==> config.mk <==
export PLATFORM = sky130hd
export DESIGN_NAME = cdq_cmd_queue
export DESIGN_NICKNAME = d
export VERILOG_FILES = /design/src/rtl/cdq_pkg.sv /design/src/rtl/cdq_cmd_queue.sv
export SDC_FILE = /design/constraint.sdc
export NUM_CORES = 1
export LEC_CHECK = 0
export ABC_AREA = 0
export BUFFER_PORTS_ARGS = -buffer_cell sky130_fd_sc_hd__buf_2
export CAP_MARGIN = 20
export CORE_ASPECT_RATIO = 1.1
export CORE_MARGIN = 5
export CORE_UTILIZATION = 50
export CTS_CLUSTER_SIZE = 28
export DETAILED_ROUTE_END_ITERATION = 7
export HOLD_SLACK_MARGIN = 0.08
export PLACE_DENSITY = 0.75
export SETUP_SLACK_MARGIN = 0.05
export SYNTH_ARGS = -nofsm -noshare
export SYNTH_HDL_FRONTEND = slang
export SYNTH_SLANG_ARGS = --single-unit
==> constraint.sdc <==
create_clock -name clk -period 3.5 [get_ports clk]
set_input_delay 0.35 -clock clk [delete_from_list [all_inputs] [get_ports clk]]
set_output_delay 0.35 -clock clk [all_outputs]
set_load 0.02 [all_outputs]
==> src/rtl/cdq_pkg.sv <==
`timescale 1ns / 1ps
// ----------------------------------------------------------------------------
// cdq_pkg - shared types and constants of the circular deque
// sizes, operation and status codes, command and result beats, pointer steps
// ----------------------------------------------------------------------------
package cdq_pkg;

    localparam int DEPTH     = 1024;
    localparam int WORD_BITS = 32;
    localparam int ADDR_W    = $clog2(DEPTH);
    localparam int CAP_W     = $clog2(DEPTH) + 1;
    localparam int OP_W      = 3;
    localparam int STATUS_W  = 2;
    localparam int PADDR_W   = 3;
    localparam int PDATA_W   = 32;
    localparam int QDEPTH    = 2;
    localparam int QPTR_W    = $clog2(QDEPTH);
    localparam int QCNT_W    = $clog2(QDEPTH + 1);

    localparam logic [CAP_W-1:0] CAP_RESET = CAP_W'(DEPTH);

    // operation codes
    localparam logic [OP_W-1:0] OP_PUSH_FRONT = 3'd0;
    localparam logic [OP_W-1:0] OP_PUSH_REAR  = 3'd1;
    localparam logic [OP_W-1:0] OP_POP_FRONT  = 3'd2;
    localparam logic [OP_W-1:0] OP_POP_REAR   = 3'd3;
    localparam logic [OP_W-1:0] OP_PEEK_FRONT = 3'd4;
    localparam logic [OP_W-1:0] OP_PEEK_REAR  = 3'd5;

    // status codes
    localparam logic [STATUS_W-1:0] ST_DONE  = 2'd0;
    localparam logic [STATUS_W-1:0] ST_FULL  = 2'd1;
    localparam logic [STATUS_W-1:0] ST_EMPTY = 2'd2;

    // register byte addresses
    localparam logic [PADDR_W-1:0] ADDR_CAPACITY = 3'd0;

    typedef enum logic [1:0] {
        CMD_NOP,
        CMD_PUSH,
        CMD_POP,
        CMD_PEEK
    } cmd_kind_t;

    typedef struct packed {
        cmd_kind_t             kind;
        logic                  at_front;
        logic [WORD_BITS-1:0]  value;
    } cmd_t;

    typedef struct packed {
        logic [WORD_BITS-1:0]  read_value;
        logic [STATUS_W-1:0]   status;
        logic                  now_empty;
        logic                  now_full;
    } result_t;

    // advance toward the rear, wrapping at the capacity
    function automatic logic [ADDR_W-1:0] step_up(input logic [ADDR_W-1:0] idx,
                                                  input logic [CAP_W-1:0] cap);
        logic [CAP_W-1:0] last;
        last = cap - CAP_W'(1);
        if ({1'b0, idx} >= last)
            return '0;
        else
            return idx + ADDR_W'(1);
    endfunction

    // move toward the front, wrapping at the capacity
    function automatic logic [ADDR_W-1:0] step_down(input logic [ADDR_W-1:0] idx,
                                                    input logic [CAP_W-1:0] cap);
        logic [CAP_W-1:0] last;
        last = cap - CAP_W'(1);
        if (idx == '0 || {1'b0, idx} > last)
            return last[ADDR_W-1:0];
        else
            return idx - ADDR_W'(1);
    endfunction

endpackage

==> src/rtl/cdq_cmd_queue.sv <==
`timescale 1ns / 1ps
// ----------------------------------------------------------------------------
// cdq_cmd_queue - command queue
// short fifo of decoded commands between decode and execution
// ----------------------------------------------------------------------------
module cdq_cmd_queue (
    input  logic           clk,
    input  logic           rst_n,
    input  logic           wr_valid,
    input  cdq_pkg::cmd_t  wr_cmd,
    output logic           full,
    output logic           rd_valid,
    output cdq_pkg::cmd_t  rd_cmd,
    input  logic           rd_take
);
    import cdq_pkg::*;

    cmd_t                slot_reg [QDEPTH];
    logic [QPTR_W-1:0]   wr_ptr_reg;
    logic [QPTR_W-1:0]   wr_ptr_next;
    logic [QPTR_W-1:0]   rd_ptr_reg;
    logic [QPTR_W-1:0]   rd_ptr_next;
    logic [QCNT_W-1:0]   count_reg;
    logic [QCNT_W-1:0]   count_next;
    logic                do_wr;
    logic                do_rd;

    assign full     = (count_reg == QCNT_W'(QDEPTH));
    assign rd_valid = (count_reg != '0);
    assign rd_cmd   = slot_reg[rd_ptr_reg];
    assign do_wr    = wr_valid && !full;
    assign do_rd    = rd_take && rd_valid;

    always_comb
    begin
        wr_ptr_next = wr_ptr_reg;
        rd_ptr_next = rd_ptr_reg;
        count_next  = count_reg;
        if (do_wr)
        begin
            wr_ptr_next = (wr_ptr_reg == QPTR_W'(QDEPTH - 1)) ? '0 : wr_ptr_reg + QPTR_W'(1);
        end
        if (do_rd)
        begin
            rd_ptr_next = (rd_ptr_reg == QPTR_W'(QDEPTH - 1)) ? '0 : rd_ptr_reg + QPTR_W'(1);
        end
        if (do_wr && !do_rd)
            count_next = count_reg + QCNT_W'(1);
        else if (do_rd && !do_wr)
            count_next = count_reg - QCNT_W'(1);
    end

    always_ff @(posedge clk or negedge rst_n)
    begin
        if (!rst_n)
        begin
            wr_ptr_reg <= '0;
            rd_ptr_reg <= '0;
            count_reg  <= '0;
        end
        else
        begin
            wr_ptr_reg <= wr_ptr_next;
            rd_ptr_reg <= rd_ptr_next;
            count_reg  <= count_next;
        end
    end

    always_ff @(posedge clk)
    begin
        if (do_wr)
            slot_reg[wr_ptr_reg] <= wr_cmd;
    end

endmodule

==> run_results.csv <==
group,metric,value,unit
drt,drt-pass1-iter-count,4,
yosys,synth_area_leaders,"edfxtp_1 (73%), mux2_4 (15%), dfrtp_1 (3.5%), mux2_2 (2.3%), buf_12 (2.1%)",
pwr,vdd_drop_max,655.7,µV
yosys,synthArstFlopShare,5.405,%
placement,dp.cells,277,
critical_path,r2r_slack,1.60,ns
floorplanning,dieArea,0.007372,mm²
drt,wl_per_cell,15.49,µm
global_routing,grt_util_all_layers,12.52,%
floorplanning,core,0.005697,mm²
placement,place.gp.congestion,0.6879,
yosys,synth_fa_ha_area_share,0.4350,%
sta,finalMaxSlewViolations,0,
min_path,hp-start,"wr_cmd[10]",
pwr,power_density,839.9,mW/mm²
layout,diodes,0,
floorplanning,die_y,89.55,µm
sta,fmax,0.4160,GHz
yosys,synthMuxAreaShare,17.49,%
yosys,ys_warn_count,0,
yosys,yosysMostFrequentCell,"edfxtp_1",
yosys,synth_top_family_by_area,"multiplexers",
placement,portBuffers,75,
layout,largest_register_ffs,70,
clocking,path_clk_slew,0.07,ns
yosys,synth-compound-area-share,0,%
clocking,clockRootBuffer,"clkbuf_8",
layout,nets,252,
drt,drt_iter0_drc,56,
sta,whs,0.2072,ns
sta,finalClockSkew,0.006230,ns
run_status,outcome,"complete, no violations",
sta,hold_violations,0,
sta,fin_crit,2.404,ns
floorplanning,start_util,50.49,%
layout,instances_no_fill,292,
sta,finalCritPeriodShare,68.68,%
yosys,synthTopCellsByCount,"edfxtp_1 (70), mux2_4 (29), mux2_2 (6), dfrtp_1 (4)",
clocking,post-cts-setup-buffers,0,
layout,syn2layout_area_growth,20.01,%
yosys,avgSynthCellArea,22.47,µm²
pwr,power.leakage,1.402,nW
yosys,synth-seq-area-share,76.56,%
clocking,h-tree-depth,3,
critical_path,cp.arrival,2.05,ns
yosys,synth-main-ff-cell,"edfxtp_1",
yosys,synth_top_area_cell,"edfxtp_1",
floorplanning,die_w,82.32,µm
clocking,ctsResizeCount,0,
min_path,min_to,"slot_reg[0][10]$_DFFE_PP_",
yosys,synth_fp_nets,168,
sta,grt_setup_unrepaired,"no",
drt,route.final.wire_length,4522,µm
run,drv_cap,0,
yosys,syn-cell-area,0.002877,mm²
drt,drc,0,
clocking,clock_path_buffers,2,
global_routing,first_global_vias,1393,
floorplanning,ios,76,
clocking,cts_tree,"done",
layout,drive_above_1_share,59.53,%
sta,relSlewSlack,31.81,%
global_routing,grt_max_degree,36,
drt,vias,1393,
layout,final_core_util,60.60,%
yosys,netlist.area_leader.share,73.08,%
yosys,synth_edf_count,70,
sta,finalSetupViolCount,0,
layout,n_fill_cell,458,
critical_path,start_kind,"register",
critical_path,rr_worst_depth,3,
yosys,syn_inst,128,
placement,place_hpwl,2988,µm
min_path,hold_path.class,"input pin to register",
critical_path,worstReg2RegStart,"count_reg[0]$_DFFE_PN0P_",
clocking,cts_buffers,9,
critical_path,required,3.15,ns
drt,ant_nets,0,
drt,vias_per_cell,4.771,
yosys,synthSimpleGateAreaFrac,1.261,%
yosys,ys_ff_latch,74,
layout,multi_input_area,604.3,µm²
clocking,clock_latency,0.33,ns
clocking,cts.sinks,74,
critical_path,crit_path_max_fanout,27,
critical_path,end_kind,"output pin",
sta,final.setup.tns,0,ns
global_routing,antenna_found_initial,0,
min_path,holdPathStages,1,
yosys,synth-xor-area-share,1.522,%
global_routing,grt-ovfl-total,0,
yosys,yosysUniqueCellTypes,16,
sta,worst_slew_pin_slew,1.020,ns
layout,seq_area,0.002203,mm²
global_routing,grt_pass1_wl,6444,µm
critical_path,r2r_end,"slot_reg[0][1]$_DFFE_PP_",
floorplanning,rows,29,
critical_path,path_class,"register to output pin",
-- report_power, final --
| part | total (mW) | internal (mW) | switching, mW |
|---|---|---|---|
| sequential | 1.36 | 1.22 | 0.141 |
| combinational | 1.02 | 0.483 | 0.540 |
| clock | 0.517 | 0.242 | 0.275 |
-- cells in the final DEF (no fill, tap or decap) --
cell            n
buf_2          75
edfxtp_1       70
mux2_4         29
clkbuf_8        9
mux2_2          6
clkinv_2        4
xnor2_1         3
dfrtp_1         3
inv_1           2
xor2_1          2
or2_1           1
nand2b_1        1
nand2_1         1
nand2_2         1
and3_2          1
nor2_4          1
nor2_1          1
ha_1            1
clkinv_1        1
dlygate4sd3_1   1
buf_4           1
dfrtp_2         1
-- worst max-delay path, cell delays in order, from the launching register on --
cell and delay, ns:
dfrtp_2 0.89, buf_4 0.36, mux2_4 0.32, buf_2 0.16
-- metal layers --
layer | vias to the layer above | share of wire (%) | global-route usage (%)
met5 | - | 0 | 0
met4 | 0 | 0.77 | 5.891
met3 | 4 | 5.5 | 4.536
met2 | 48 | 54 | 21.36
met1 | 682 | 40 | 13.83
li1 | 659 | - | -
-- how the worst max path moves through the flow --
stage                                   from                  endpoint  slack, ns  cells after the start
floorplan           count_reg[0]$_DFFE_PN0P_  slot_reg[0][0]$_DFFE_PP_       0.97                      3
global placement      rd_ptr_reg$_DFFE_PN0P_                rd_cmd[30]       1.43                      3
detailed placement    rd_ptr_reg$_DFFE_PN0P_                rd_cmd[21]       1.40                      3
CTS                   rd_ptr_reg$_DFFE_PN0P_                rd_cmd[21]       1.04                      3
global route          rd_ptr_reg$_DFFE_PN0P_                rd_cmd[21]       0.98                      3
finish                rd_ptr_reg$_DFFE_PN0P_                rd_cmd[21]       1.10                      3
-- timing repair --
item | 4_1_cts | 5_1_grt
hold endpoints to repair | 4 | 0
endpoints found under the setup margin | 0 | 0
hold buffers | 1 | 0
-- final cells by class --
class                   instances  share of cell area (%)
well taps                      77                   2.791
multi-input cells              48                   17.51
inverters                       2                  0.2175
flip-flops and latches         74                   63.83
clock buffers                   9                   3.588
clock inverters                 5                  0.6887
repair buffers                 77                   11.38
-- cells by family after synthesis --
logic type | Yosys count
fa+ha+maj | 1
mux | 35
xor+xnor | 5
flops | 74
buf+inv | 6
simple gates | 7
-- metrics by stage --
| step | worst slack (ns) | instance area [µm²] | power [mW] |
|---|---|---|---|
| floorplan | 0.9713 | 2877 | 2.192 |
| global placement | 1.433 | 3294 | 2.404 |
| detailed placement | 1.401 | 3294 | 2.424 |
| CTS | 1.037 | 3452 | 2.937 |
| global route | 0.9767 | 3452 | 3.051 |
| finish | 1.096 | 3452 | 2.899 |
(Power assumes the default switching activity.)
